`src/sv/cewb_pkg.sv`:
```
// ----------------------------------------------------------------------------
// cewb_pkg
// Shared types and constants of the coalescing edge update buffer.
// ----------------------------------------------------------------------------
`default_nettype none

package cewb_pkg;

  localparam int VERTEX_W      = 32;
  localparam int WEIGHT_W      = 32;
  localparam int SLOT_W        = 32;
  localparam int BUF_DEPTH_DEF = 32;

  // stream widths: input item fields, output item fields
  localparam int S_TDATA_W = 2 * VERTEX_W + WEIGHT_W;
  localparam int M_TDATA_W = 2 * VERTEX_W + WEIGHT_W + SLOT_W;

  // command codes carried on s_tuser
  localparam logic CMD_ENQUEUE = 1'b0;
  localparam logic CMD_FLUSH   = 1'b1;

  typedef enum logic [1:0] {
    ST_IDLE,
    ST_ENQ,
    ST_SCAN,
    ST_EMIT
  } state_t;

  // one buffered edge
  typedef struct packed {
    logic        [VERTEX_W-1:0] src;
    logic        [VERTEX_W-1:0] dst;
    logic signed [WEIGHT_W-1:0] weight;
  } entry_t;

  // sequencer commands to the merge unit
  typedef struct packed {
    logic flush_init;  // new flush: no group emitted yet
    logic take;        // read data valid this cycle
    logic emit;        // current group handed off, start next scan
  } merge_ctl_t;

  // merge unit result for the current group
  typedef struct packed {
    logic        [VERTEX_W-1:0] src;
    logic        [VERTEX_W-1:0] dst;
    logic signed [WEIGHT_W-1:0] weight;
    logic                       last;
  } merge_stat_t;

endpackage

`default_nettype wire

```
`src/sv/cewb_entry_store.sv`:
```
// ----------------------------------------------------------------------------
// cewb_entry_store
// Buffer memory: one write port, one read port with registered read data.
// ----------------------------------------------------------------------------
`default_nettype none

module cewb_entry_store #(
  parameter int BUF_DEPTH = cewb_pkg::BUF_DEPTH_DEF
) (
  input  logic                         clk,
  input  logic                         wr_en,
  input  logic [$clog2(BUF_DEPTH)-1:0] wr_addr,
  input  cewb_pkg::entry_t             wr_data,
  input  logic                         rd_en,
  input  logic [$clog2(BUF_DEPTH)-1:0] rd_addr,
  output cewb_pkg::entry_t             rd_data
);

  cewb_pkg::entry_t mem [BUF_DEPTH];

  // write port
  always_ff @(posedge clk) begin
    if (wr_en) begin
      mem[wr_addr] <= wr_data;
    end
  end

  // registered read port
  always_ff @(posedge clk) begin
    if (rd_en) begin
      rd_data <= mem[rd_addr];
    end
  end

endmodule

`default_nettype wire

```
`src/sv/cewb_merge_unit.sv`:
```
// ----------------------------------------------------------------------------
// cewb_merge_unit
// Shared compare/accumulate unit. Each scan over the buffer finds the
// smallest (src, dst) pair above the last emitted one and sums the weights
// of all entries holding that pair.
// ----------------------------------------------------------------------------
`default_nettype none

module cewb_merge_unit #(
  parameter int BUF_DEPTH = cewb_pkg::BUF_DEPTH_DEF
) (
  input  logic                           clk,
  input  logic                           rst,
  input  cewb_pkg::merge_ctl_t           ctl,
  input  cewb_pkg::entry_t               rd_data,
  input  logic [$clog2(BUF_DEPTH+1)-1:0] fill,
  output cewb_pkg::merge_stat_t          stat
);

  localparam int CW    = $clog2(BUF_DEPTH + 1);
  localparam int ACC_W = cewb_pkg::WEIGHT_W + $clog2(BUF_DEPTH) + 1;
  localparam int VW    = cewb_pkg::VERTEX_W;
  localparam int WW    = cewb_pkg::WEIGHT_W;

  logic                    found;
  logic                    bound_vld;
  logic [VW-1:0]           bound_src;
  logic [VW-1:0]           bound_dst;
  logic [VW-1:0]           min_src;
  logic [VW-1:0]           min_dst;
  logic signed [ACC_W-1:0] acc;
  logic [CW-1:0]           gcnt;
  logic [CW-1:0]           consumed;

  logic                    above;
  logic                    below_min;
  logic                    eq_min;
  logic signed [ACC_W-1:0] acc_sum;
  logic [CW-1:0]           consumed_next;
  logic                    acc_ovf;

  // pair compares against the bound and the running minimum
  always_comb begin
    above = !bound_vld ||
            (rd_data.src > bound_src) ||
            ((rd_data.src == bound_src) && (rd_data.dst > bound_dst));
    below_min = (rd_data.src < min_src) ||
                ((rd_data.src == min_src) && (rd_data.dst < min_dst));
    eq_min  = (rd_data.src == min_src) && (rd_data.dst == min_dst);
    acc_sum = acc + ACC_W'(rd_data.weight);
  end

  // scan state
  always_ff @(posedge clk) begin
    if (rst) begin
      found     <= 1'b0;
      bound_vld <= 1'b0;
      gcnt      <= '0;
      consumed  <= '0;
    end else if (ctl.flush_init) begin
      found     <= 1'b0;
      bound_vld <= 1'b0;
      gcnt      <= '0;
      consumed  <= '0;
    end else if (ctl.emit) begin
      found     <= 1'b0;
      bound_vld <= 1'b1;
      bound_src <= min_src;
      bound_dst <= min_dst;
      consumed  <= consumed_next;
      gcnt      <= '0;
    end else if (ctl.take && above) begin
      if (!found || below_min) begin
        found   <= 1'b1;
        min_src <= rd_data.src;
        min_dst <= rd_data.dst;
        acc     <= ACC_W'(rd_data.weight);
        gcnt    <= CW'(1);
      end else if (eq_min) begin
        acc  <= acc_sum;
        gcnt <= gcnt + CW'(1);
      end
    end
  end

  // group result with saturation to the signed weight range
  always_comb begin
    consumed_next = consumed + gcnt;
    acc_ovf       = !((&acc[ACC_W-1:WW-1]) || (~|acc[ACC_W-1:WW-1]));
    stat.src      = min_src;
    stat.dst      = min_dst;
    stat.last     = (consumed_next == fill);
    if (acc_ovf) begin
      stat.weight = acc[ACC_W-1] ? {1'b1, {(WW-1){1'b0}}} : {1'b0, {(WW-1){1'b1}}};
    end else begin
      stat.weight = acc[WW-1:0];
    end
  end

endmodule

`default_nettype wire

```
`src/sv/coalescing_edge_update_buffer.sv`:
```
// An enqueue is accepted in ST_IDLE, then in ST_ENQ compared with the newest
// entry and written to the buffer. A flush of n buffered entries that merge
// into g distinct (src, dst) pairs takes g scans over all n entries, each
// followed by one emitted item, since the single read port of the buffer
// memory feeds one compare/accumulate unit. Results leave in ascending
// (src, dst) order. An enqueue on a full buffer that does not match the
// newest entry flushes the old contents first, then stores the new edge. The
// block accepts no input item while a flush is in progress.
// ----------------------------------------------------------------------------
// coalescing_edge_update_buffer
// Coalescing buffer of weighted edge updates with sort-and-merge flush.
// ----------------------------------------------------------------------------
`default_nettype none

module coalescing_edge_update_buffer #(
  parameter int BUF_DEPTH = cewb_pkg::BUF_DEPTH_DEF
) (
  input  logic                           clk,
  input  logic                           rst,
  // input items
  input  logic                           s_tvalid,
  output logic                           s_tready,
  input  logic [cewb_pkg::S_TDATA_W-1:0] s_tdata,  // src_vertex, dst_vertex, edge_weight
  input  logic                           s_tuser,  // cmd
  // result items
  output logic                           m_tvalid,
  input  logic                           m_tready,
  output logic [cewb_pkg::M_TDATA_W-1:0] m_tdata,  // out_src, out_dst, out_weight, out_slot
  output logic                           m_tlast   // out_last
);

  localparam int CW = $clog2(BUF_DEPTH + 1);
  localparam int AW = $clog2(BUF_DEPTH);
  localparam int VW = cewb_pkg::VERTEX_W;
  localparam int WW = cewb_pkg::WEIGHT_W;
  localparam int SW = cewb_pkg::SLOT_W;

  cewb_pkg::state_t      state;
  cewb_pkg::state_t      state_next;

  logic [CW-1:0]         fill;
  logic [SW-1:0]         next_slot;
  logic                  cmd_r;
  cewb_pkg::entry_t      item;
  cewb_pkg::entry_t      newest;
  logic [CW-1:0]         scan_cnt;
  logic                  rd_vld;

  logic                  s_acc;
  logic                  m_acc;
  logic                  match;
  logic                  room;
  logic signed [WW:0]    wsum;
  logic signed [WW-1:0]  wsum_sat;
  logic                  scan_done;

  logic                  wr_en;
  logic [AW-1:0]         wr_addr;
  cewb_pkg::entry_t      wr_data;
  logic                  rd_en;
  cewb_pkg::entry_t      rd_data;
  cewb_pkg::merge_ctl_t  mctl;
  cewb_pkg::merge_stat_t mstat;

  // datapath conditions
  always_comb begin
    s_acc     = s_tvalid && s_tready;
    m_acc     = m_tvalid && m_tready;
    match     = (fill != '0) && (newest.src == item.src) && (newest.dst == item.dst);
    room      = (fill < CW'(BUF_DEPTH));
    wsum      = {newest.weight[WW-1], newest.weight} + {item.weight[WW-1], item.weight};
    wsum_sat  = (wsum[WW] != wsum[WW-1]) ?
                (wsum[WW] ? {1'b1, {(WW-1){1'b0}}} : {1'b0, {(WW-1){1'b1}}}) :
                wsum[WW-1:0];
    scan_done = (scan_cnt == fill) && !rd_vld;
  end

  // next state
  always_comb begin
    state_next = state;
    unique case (state)
      cewb_pkg::ST_IDLE: begin
        if (s_acc) begin
          if (s_tuser == cewb_pkg::CMD_FLUSH) begin
            state_next = (fill == '0) ? cewb_pkg::ST_IDLE : cewb_pkg::ST_SCAN;
          end else begin
            state_next = cewb_pkg::ST_ENQ;
          end
        end
      end
      cewb_pkg::ST_ENQ: begin
        state_next = (match || room) ? cewb_pkg::ST_IDLE : cewb_pkg::ST_SCAN;
      end
      cewb_pkg::ST_SCAN: begin
        if (scan_done) begin
          state_next = cewb_pkg::ST_EMIT;
        end
      end
      cewb_pkg::ST_EMIT: begin
        if (m_acc) begin
          if (!mstat.last) begin
            state_next = cewb_pkg::ST_SCAN;
          end else if (cmd_r == cewb_pkg::CMD_ENQUEUE) begin
            state_next = cewb_pkg::ST_ENQ;
          end else begin
            state_next = cewb_pkg::ST_IDLE;
          end
        end
      end
      default: state_next = cewb_pkg::ST_IDLE;
    endcase
  end

  // state outputs
  always_comb begin
    s_tready        = (state == cewb_pkg::ST_IDLE);
    wr_en           = (state == cewb_pkg::ST_ENQ) && (match || room);
    wr_addr         = match ? AW'(fill - CW'(1)) : AW'(fill);
    wr_data         = item;
    if (match) begin
      wr_data.weight = wsum_sat;
    end
    rd_en           = (state == cewb_pkg::ST_SCAN) && (scan_cnt < fill);
    mctl.flush_init = ((state == cewb_pkg::ST_IDLE) && (state_next == cewb_pkg::ST_SCAN)) ||
                      ((state == cewb_pkg::ST_ENQ) && (state_next == cewb_pkg::ST_SCAN));
    mctl.take       = rd_vld;
    mctl.emit       = (state == cewb_pkg::ST_EMIT) && m_acc;
  end

  // control registers
  always_ff @(posedge clk) begin
    if (rst) begin
      state     <= cewb_pkg::ST_IDLE;
      fill      <= '0;
      next_slot <= '0;
      scan_cnt  <= '0;
      rd_vld    <= 1'b0;
      m_tvalid  <= 1'b0;
    end else begin
      state  <= state_next;
      rd_vld <= rd_en;
      // read address sweep, restarted on every scan
      if (state == cewb_pkg::ST_SCAN) begin
        if (rd_en) begin
          scan_cnt <= scan_cnt + CW'(1);
        end
      end else begin
        scan_cnt <= '0;
      end
      // buffer fill on enqueue
      if ((state == cewb_pkg::ST_ENQ) && !match && room) begin
        fill <= fill + CW'(1);
      end
      // output register handshake
      if ((state == cewb_pkg::ST_SCAN) && scan_done) begin
        m_tvalid <= 1'b1;
      end else if (m_acc) begin
        m_tvalid  <= 1'b0;
        next_slot <= next_slot + SW'(1);
        if (mstat.last) begin
          fill <= '0;
        end
      end
    end
  end

  // payload registers
  always_ff @(posedge clk) begin
    if (s_acc) begin
      cmd_r       <= s_tuser;
      item.src    <= s_tdata[VW-1:0];
      item.dst    <= s_tdata[2*VW-1:VW];
      item.weight <= s_tdata[2*VW+WW-1:2*VW];
    end
    // copy of the newest buffered entry
    if (state == cewb_pkg::ST_ENQ) begin
      if (match) begin
        newest.weight <= wsum_sat;
      end else if (room) begin
        newest <= item;
      end
    end
    if ((state == cewb_pkg::ST_SCAN) && scan_done) begin
      m_tdata <= {next_slot, mstat.weight, mstat.dst, mstat.src};
      m_tlast <= mstat.last;
    end
  end

  cewb_entry_store #(
    .BUF_DEPTH (BUF_DEPTH)
  ) u_store (
    .clk     (clk),
    .wr_en   (wr_en),
    .wr_addr (wr_addr),
    .wr_data (wr_data),
    .rd_en   (rd_en),
    .rd_addr (scan_cnt[AW-1:0]),
    .rd_data (rd_data)
  );

  cewb_merge_unit #(
    .BUF_DEPTH (BUF_DEPTH)
  ) u_merge (
    .clk     (clk),
    .rst     (rst),
    .ctl     (mctl),
    .rd_data (rd_data),
    .fill    (fill),
    .stat    (mstat)
  );

endmodule

`default_nettype wire

```
`config.mk`:
```
export PLATFORM = sky130hd
export DESIGN_NAME = coalescing_edge_update_buffer
export DESIGN_NICKNAME = d
export VERILOG_FILES = /design/src/sv/cewb_pkg.sv /design/src/sv/cewb_entry_store.sv /design/src/sv/cewb_merge_unit.sv /design/src/sv/coalescing_edge_update_buffer.sv
export SDC_FILE = /design/constraint.sdc
export NUM_CORES = 2
export LEC_CHECK = 0
export ABC_AREA = 1
export BUFFER_PORTS_ARGS = -buffer_cell sky130_fd_sc_hd__buf_4
export CELL_PAD_IN_SITES_DETAIL_PLACEMENT = 0
export CELL_PAD_IN_SITES_GLOBAL_PLACEMENT = 1
export CORE_AREA = 2 2 539 541
export DETAILED_ROUTE_END_ITERATION = 12
export DIE_AREA = 0 0 541 543
export GPL_ROUTABILITY_DRIVEN = 0
export PLACE_DENSITY = 0.77
export SYNTH_ARGS = -nofsm -noshare
export SYNTH_HDL_FRONTEND = slang
export SYNTH_SLANG_ARGS = --single-unit
```
`constraint.sdc`:
```
create_clock -name clk -period 20.1 [get_ports clk]
set_input_delay 3.015 -clock clk [delete_from_list [all_inputs] [get_ports clk]]
set_output_delay 3.015 -clock clk [all_outputs]
set_load 0.02 [all_outputs]
```
### Word level (Yosys, flattened, before mapping)

Memory sizes are Yosys's and may differ from the RTL's. A register that Yosys moved wholly into a read port is not among the register bits.
Cells that the tools add are included.

* flip-flop bits (word level): 550
* RAM bits: 3072
* output and inout port bits: 131
* memories: 1

* add/subtract/negate cells: 8
* magnitude comparators: 6
* equal/unequal tests: 12
* mux-type cells: 29
* bitwise logic cells: 6
* reductions and logical operators: 48

Memory list
* u_store.mem: depth 32, bits a word 96, rd ports 1, clocked after memory_dff 1, wr ports 1, line cewb_entry_store.sv:19 `cewb_pkg::entry_t mem [BUF_DEPTH];`

Operators by type and width (count)
* $mux W32: 7
* $eq A32 B32 Y1: 5
* $mux W38: 2
* $gt A32 B32 Y1: 2
* $lt A32 B32 Y1: 2
* $add A38 B32 Y38: 1
* $mux W6: 6
* $add A32 B32 Y33: 1
* $add A32 B1 Y32 const B: 1
* $add A6 B1 Y6 const B: 3
* $logic_and A1 B1 Y1: 17
* $mux W2: 7
* $eq A6 B6 Y1: 2
* $reduce_and A5 Y1: 2
* $pmux W2 S4: 1
* $reduce_and A2 Y1: 4
* $logic_or A1 B1 Y1: 7
* $reduce_and A7 Y1: 1
* $reduce_or A7 Y1: 1
* $add A6 B6 Y6: 1
* $eq A2 B2 Y1 const B: 3
* $logic_not A6 Y1: 1
* $lt A6 B6 Y1: 1
* $lt A6 B6 Y1 const B: 1
* 13 further kinds: 30

### Depth between registers and ports, before layout

* word-level depth: 11
* mapped depth: 20

### By module

From an unflattened synthesis, not the netlist that was laid out.

* cell total of the unflattened synthesis: 13006
* area total of the unflattened synthesis: 154794.7 um2

By module, submodules not included
* cewb_entry_store: times used 1, cells each 10128, area an instance 125958.3 um2, seq. area each 95131.2 um2
* coalescing_edge_update_buffer: times used 1, cells each 1440, area an instance 16151.7 um2, seq. area each 10630.2 um2
* cewb_merge_unit: times used 1, cells each 1438, area an instance 12684.7 um2, seq. area each 5265.0 um2

### Worst setup path before layout

OpenSTA, ideal clock, no wires.

* path kind: register to register
* start: reg scan_cnt[0]
* end: reg m_tdata[0] (netlist name), enable pin
* arrival time: 13.776 ns
* slack: 5.387 ns
* stages on the path, launching flop included: 10
* path buffers: 5
* clock period less this slack: 14.713 ns
* path through: dfxtp_1 -> buf_2 -> inv_2 -> buf_2 -> buf_2 -> buf_2 -> buf_2 -> ha_1 -> inv_1 -> nor4_1

* word-level cells in the longest chain between the ends: 3

RTL lines
* start, declared: line coalescing_edge_update_buffer.sv:46 `logic [CW-1:0] scan_cnt;`
* start signal, assigned: line coalescing_edge_update_buffer.sv:145 `scan_cnt <= scan_cnt + CW'(1);`
* $eq A6 B6 Y1: line coalescing_edge_update_buffer.sv:75 `scan_done = (scan_cnt == fill) && !rd_vld;`
* $logic_and A1 B1 Y1: line coalescing_edge_update_buffer.sv:75
* $logic_and A1 B1 Y1: line coalescing_edge_update_buffer.sv:183 `if ((state == cewb_pkg::ST_SCAN) && scan_done) begin`
* end signal, assigned: line coalescing_edge_update_buffer.sv:184 `m_tdata <= {next_slot, mstat.weight, mstat.dst, mstat.src};`
* end, declared: line coalescing_edge_update_buffer.sv:28 `output logic [cewb_pkg::M_TDATA_W-1:0] m_tdata,`

Every way passes these cells.
A chain may end at the register's enable or synchronous reset.

### Final worst setup path

* start: reg item[60] (netlist name)
* end: mem u_store.mem[18][42] (netlist name), enable pin

* word-level cells in the longest chain between the ends: 6
* elaborated cells between the ends (all ways): 7
* those cells by class: eq/ne (1); mux (3); reduce/logical (3)

RTL lines
* start, declared: line coalescing_edge_update_buffer.sv:44 `cewb_pkg::entry_t item;`
* $eq A32 B32 Y1: line coalescing_edge_update_buffer.sv:69 `match = (fill != '0) && (newest.src == item.src) && (newest.dst == item.dst);`
* $logic_and A1 B1 Y1: line coalescing_edge_update_buffer.sv:69
* $logic_or A1 B1 Y1: line coalescing_edge_update_buffer.sv:117 `wr_en = (state == cewb_pkg::ST_ENQ) && (match || room);`
* $logic_and A1 B1 Y1: line coalescing_edge_update_buffer.sv:117
* net u_store.wr_en: line cewb_entry_store.sv:11 `input logic wr_en,`
* $mux W1: line cewb_entry_store.sv:23 `if (wr_en) begin`
* $mux W1 (implied by the code): line cewb_entry_store.sv:24 `mem[wr_addr] <= wr_data;`
* end, declared: line cewb_entry_store.sv:19

The timed path passes the listed nets, and every way through them passes these cells.

==> metrics.md <==
| Metric | Value |
|---|---|
| Status | completed |
| Postcts setup bufs | 0 |
| Hold Path Origin | u_merge.consumed[4] |
| # DRC | 0 |
| 1st-pass router iterations | 9 |
| Clock transition at path regs | 0.06 ns |
| Hold depth | 2 |
| Clk_lat worst skew | 0.98 ns |
| Initial antenna violation count | 42 |
| DIE AREA | between 200,000 and 300,000 um^2 |
| NetSw | about 3.6 mW |
| Setup slack, reg-to-reg | between 10 and 15 ns |
| Synth Instances | 11,400 |
| Unique masters post-synth | 52 |
| Multi-input gate area | roughly 35,000 um^2 |
| DP HPWL | approximately 250,000 um |
| HP Class | flop to flop |
| Post-CTS Resized | 0 |
| Pins over their slew limit | 0 |
| Area delta synth->final | 12.3% |
| VDD IR-drop max | around 79 uV |
| Largest net degree at the start of global routing | about 170 |
| Synth top area cells | edfxtp_1, o21ai_0, nor2_1 |
| Flops & latches, synth | ~3,700 |
| Final net count | around 12,000 |
| Total negative slack | 0 ns |
| Chip width | ~540 um |
| Syn Area/Cell | approximately 13 um^2 |
| Vias per std cell | 6.25 |
| Post-synth net total | about 12,000 |
| Register area share after synthesis | about 74% |
| Total chip power | approximately 16 mW |
| Leak | 56.3 nW |
| Overall Global Routing Usage | between 20% and 30% |
| Initial Util | between 50% and 60% |
| Clock Path Buffers | 4 |
| Power Density | between 90 and 100 nW/um^2 |
| Switching portion of total power | 21.8% |
| Die height | between 500 and 600 um |
| CTS Hold Bufs | 0 |
| Relative slew slack | around 1.6% |
| Filler Cell Count | 22,200 |
| # port buffers | ~230 |
| FF-to-FF End | u_store.mem[18][42] |
| RSZ-0062 raised after global routing | no |
| Most used cell, CP | buf_4 |
| Maxcap violations | 0 |
| Reg2reg start | item[60] |
| Slowest stage cell, crit path | edfxtp_1 |
| CP Cell Sequence | xnor2_1 > o21ai_0 > nor3_1 > nand3_1 > nor2_2 > nand3_4 > inv_2 > nand2_2 > nand2_4 > nand3_2 > nor2_4 > buf_4 > buf_4 |
| Internal power | between 10 and 15 mW |
| Worst Path Max Fanout | 39 |
| CP peak stage delay | about 1.1 ns |
| Delay-heaviest family, CP | simple AND/OR/NAND/NOR gates |
| Slew @ Worst Pin | roughly 1.5 ns |
| Crit path required time | 20.66 ns |
| Layout cell share with drive strength beyond 1 | 9.47% |
| ANT nets after route | 0 |
| FP Rows | just under 200 |
| Clock power share | 42.3% |
| Endpoints failing setup | 0 |
| Post-Syn Area | between 100,000 and 150,000 um^2 |
| Tcrit/Tclk final | around 39% |
| Core footprint | 287,000 um^2 |
| Clock period minus worst slack | about 7.9 ns |
| First-pass GRT wire length | 634,000 um |
| Vias in the first global route | a little over 90,000 |
| Crit path capture type | flop |
| Vias post-DR | just under 100k |
| Comb pwr share | 4.1% |
| Reg area | ~110,000 um^2 |
| Area share of the largest cell type after synthesis | approximately three quarters |
| Routed WL per cell | roughly 28 um |
| Routed wire length | around 440,000 um |
| Critical path launch point type | flop |
| Clock root buffer master | clkbuf_16 |
| DRC marker count from the first detailed-route iteration | between 10,000 and 15,000 |
| Setup CP Type | flop to flop |
| # IOs | between 200 and 250 |
| Max Clock Skew | roughly 0.087 ns |
| Worst Reg-to-Reg Cells | 13 |
| CTS Buf Count | about 380 |
| Top cell type by total area after synthesis | edfxtp_1 |
| Clock sink count | roughly 3,700 |
| Fin. Hold Viols | 0 |
| Seq pwr share | 53.7% |
| Hold Path Sink | u_merge.consumed[4] |
| Critical path arrival | between 8 and 9 ns |
| CTS tree | yes |
| Buf/Inv on CP | 3 |
| H-Tree Depth | 5 |
| Global route overflow | 0 |
| FMAX | ~0.13 GHz |
| Synth warn | 0 |
-- worst max path at each step --
stage                               end  depth (start not counted)         from
finish              u_store.mem[18][42]                         13     item[60]
global route        u_store.mem[18][42]                         13     item[60]
CTS                 u_store.mem[18][90]                         13     item[60]
detailed placement  u_store.mem[18][32]                         13     item[60]
global placement    u_store.mem[18][32]                         13     item[60]
floorplan                    m_tdata[0]                          9  scan_cnt[0]
-- cells by family after synthesis --
logic type | count (synthesis) | synth area share, %
compound gates | 3088 | 11.7
xor+xnor | 145 | 0.851
fa+ha+maj | 217 | 1.84
buf+inv | 1054 | 2.80
flops | 3718 | 74.4
simple gates | 3141 | 8.41
-- through the flow --
stage | cells | area, um^2 | hold slack, ns | util [%] | worst slack (ns)
5_1_grt | 15600 | 168000 | 0.479 | 58.3 | 11.92
3_5_place_dp | 14900 | 155000 | 0.460 | 54.1 | 12.36
4_1_cts | 15600 | 168000 | 0.468 | 58.3 | 12.33
6_report | 15600 | 168000 | 0.466 | 58.3 | 12.25
3_3_place_gp | 14900 | 155000 | 0.449 | 54.1 | 12.44
2_1_floorplan | 11400 | 149000 | 0.426 | - | 5.39
-- area by class of cell --
cell class / count / area share [%]
Clock inverter: 237 / 1.36
Sequential cell: 3718 / 66.3
Inverter: 385 / 0.896
Clock buffer: 447 / 5.85
Antenna cell: 14 / 0.0209
Multi-Input combinational cell: 6591 / 20.7
Timing Repair Buffer: 460 / 2.14
Tap cell: 3781 / 2.82
-- flip-flops by register name (all words and copies together) (netlist names), 2 cells and up --
name	flops
u_merge.bound_src	32
fill	6
u_merge.min_src	32
m_tdata	128
u_merge.bound_dst	32
newest	96
u_merge.gcnt	6
item	96
next_slot	32
u_store.mem	3072
scan_cnt	6
u_merge.min_dst	32
state	2
u_merge.consumed	6
u_store.rd_data	96
u_merge.acc	38
-- layer usage --
layer / wire, um / vias to the layer above / track usage [%]
met5: 79 / - / 0
met4: 13900 / 10 / 9.21
li1: - / 42600 / -
met2: 203000 / 5503 / 46.0
met3: 48900 / 768 / 5.58
met1: 175000 / 48900 / 41.7
-- power by group through the flow --
| stage | Sequential, mW | Combinational (mW) | Clock (mW) |
|---|---|---|---|
| 6_report | 8.76 | 0.668 | 6.90 |
| 5_1_grt | 8.76 | 0.708 | 7.25 |
| 4_1_cts | 8.76 | 0.656 | 6.97 |
| 3_5_place_dp | 8.92 | 0.653 | 0 |
| 3_3_place_gp | 8.92 | 0.640 | 0 |
| 2_1_floorplan | 8.99 | 0.254 | 0 |
-- placed cells by master (no fill, tap or decap), types with 11 or more instances in the layout --
cell        synthesis  routed
edfxtp_1         3656    3656
nor2_1           1954    1919
o21ai_0          1775    1755
nand2_1           796     796
o22ai_1           551     550
buf_4              10     449
clkbuf_16           0     381
inv_1             375     368
a21oi_1           321     291
ha_1              214     214
o221ai_1          201     201
nand3_1           179     178
a31oi_1            99      99
clkinv_1            3      91
xor2_1             75      75
nor3_1             74      74
nand4_1            72      72
xnor2_1            70      70
clkinv_2            1      69
o211ai_1           68      68
clkbuf_1          511      64
dfxtp_1            62      58
nor2_4              2      38
bufinv_16           0      32
a21oi_4             0      28
o21ai_1             2      20
o211a_1            16      16
nor4_1             16      15
clkinvlp_4          0      15
diode_2             0      14
o21bai_1           12      12
o21a_1             12      12
buf_12              0      11
-- synth_stat cells (all sizes together) --
master	n
a211oi	8
a21boi	3
a21o	10
a21oi	321
a221oi	6
a31oi	99
a41oi	2
and3	4
buf	158
clkbuf	511
clkinv	4
dfxtp	62
edfxtp	3656
fa	3
ha	214
inv	381
nand2	807
nand3	189
nand3b	1
nand4	73
nor2	1959
nor3	76
nor3b	4
nor4	17
o211a	16
o211ai	68
o21a	12
o21ai	1779
o21bai	12
o221ai	201
o22ai	551
or2	11
xnor2	70
xor2	75
-- worst register-to-register path, cell delays in order (launching register included) --
cell and delay, ns:
edfxtp_1 1.08, xnor2_1 0.26, o21ai_0 0.17, nor3_1 0.51, nand3_1 0.18, nor2_2 0.55, nand3_4 0.35, inv_2 0.70
nand2_2 0.17, nand2_4 0.52, nand3_2 0.54, nor2_4 0.86, buf_4 0.78, buf_4 0.74
Power figures use the tool's default switching activity.
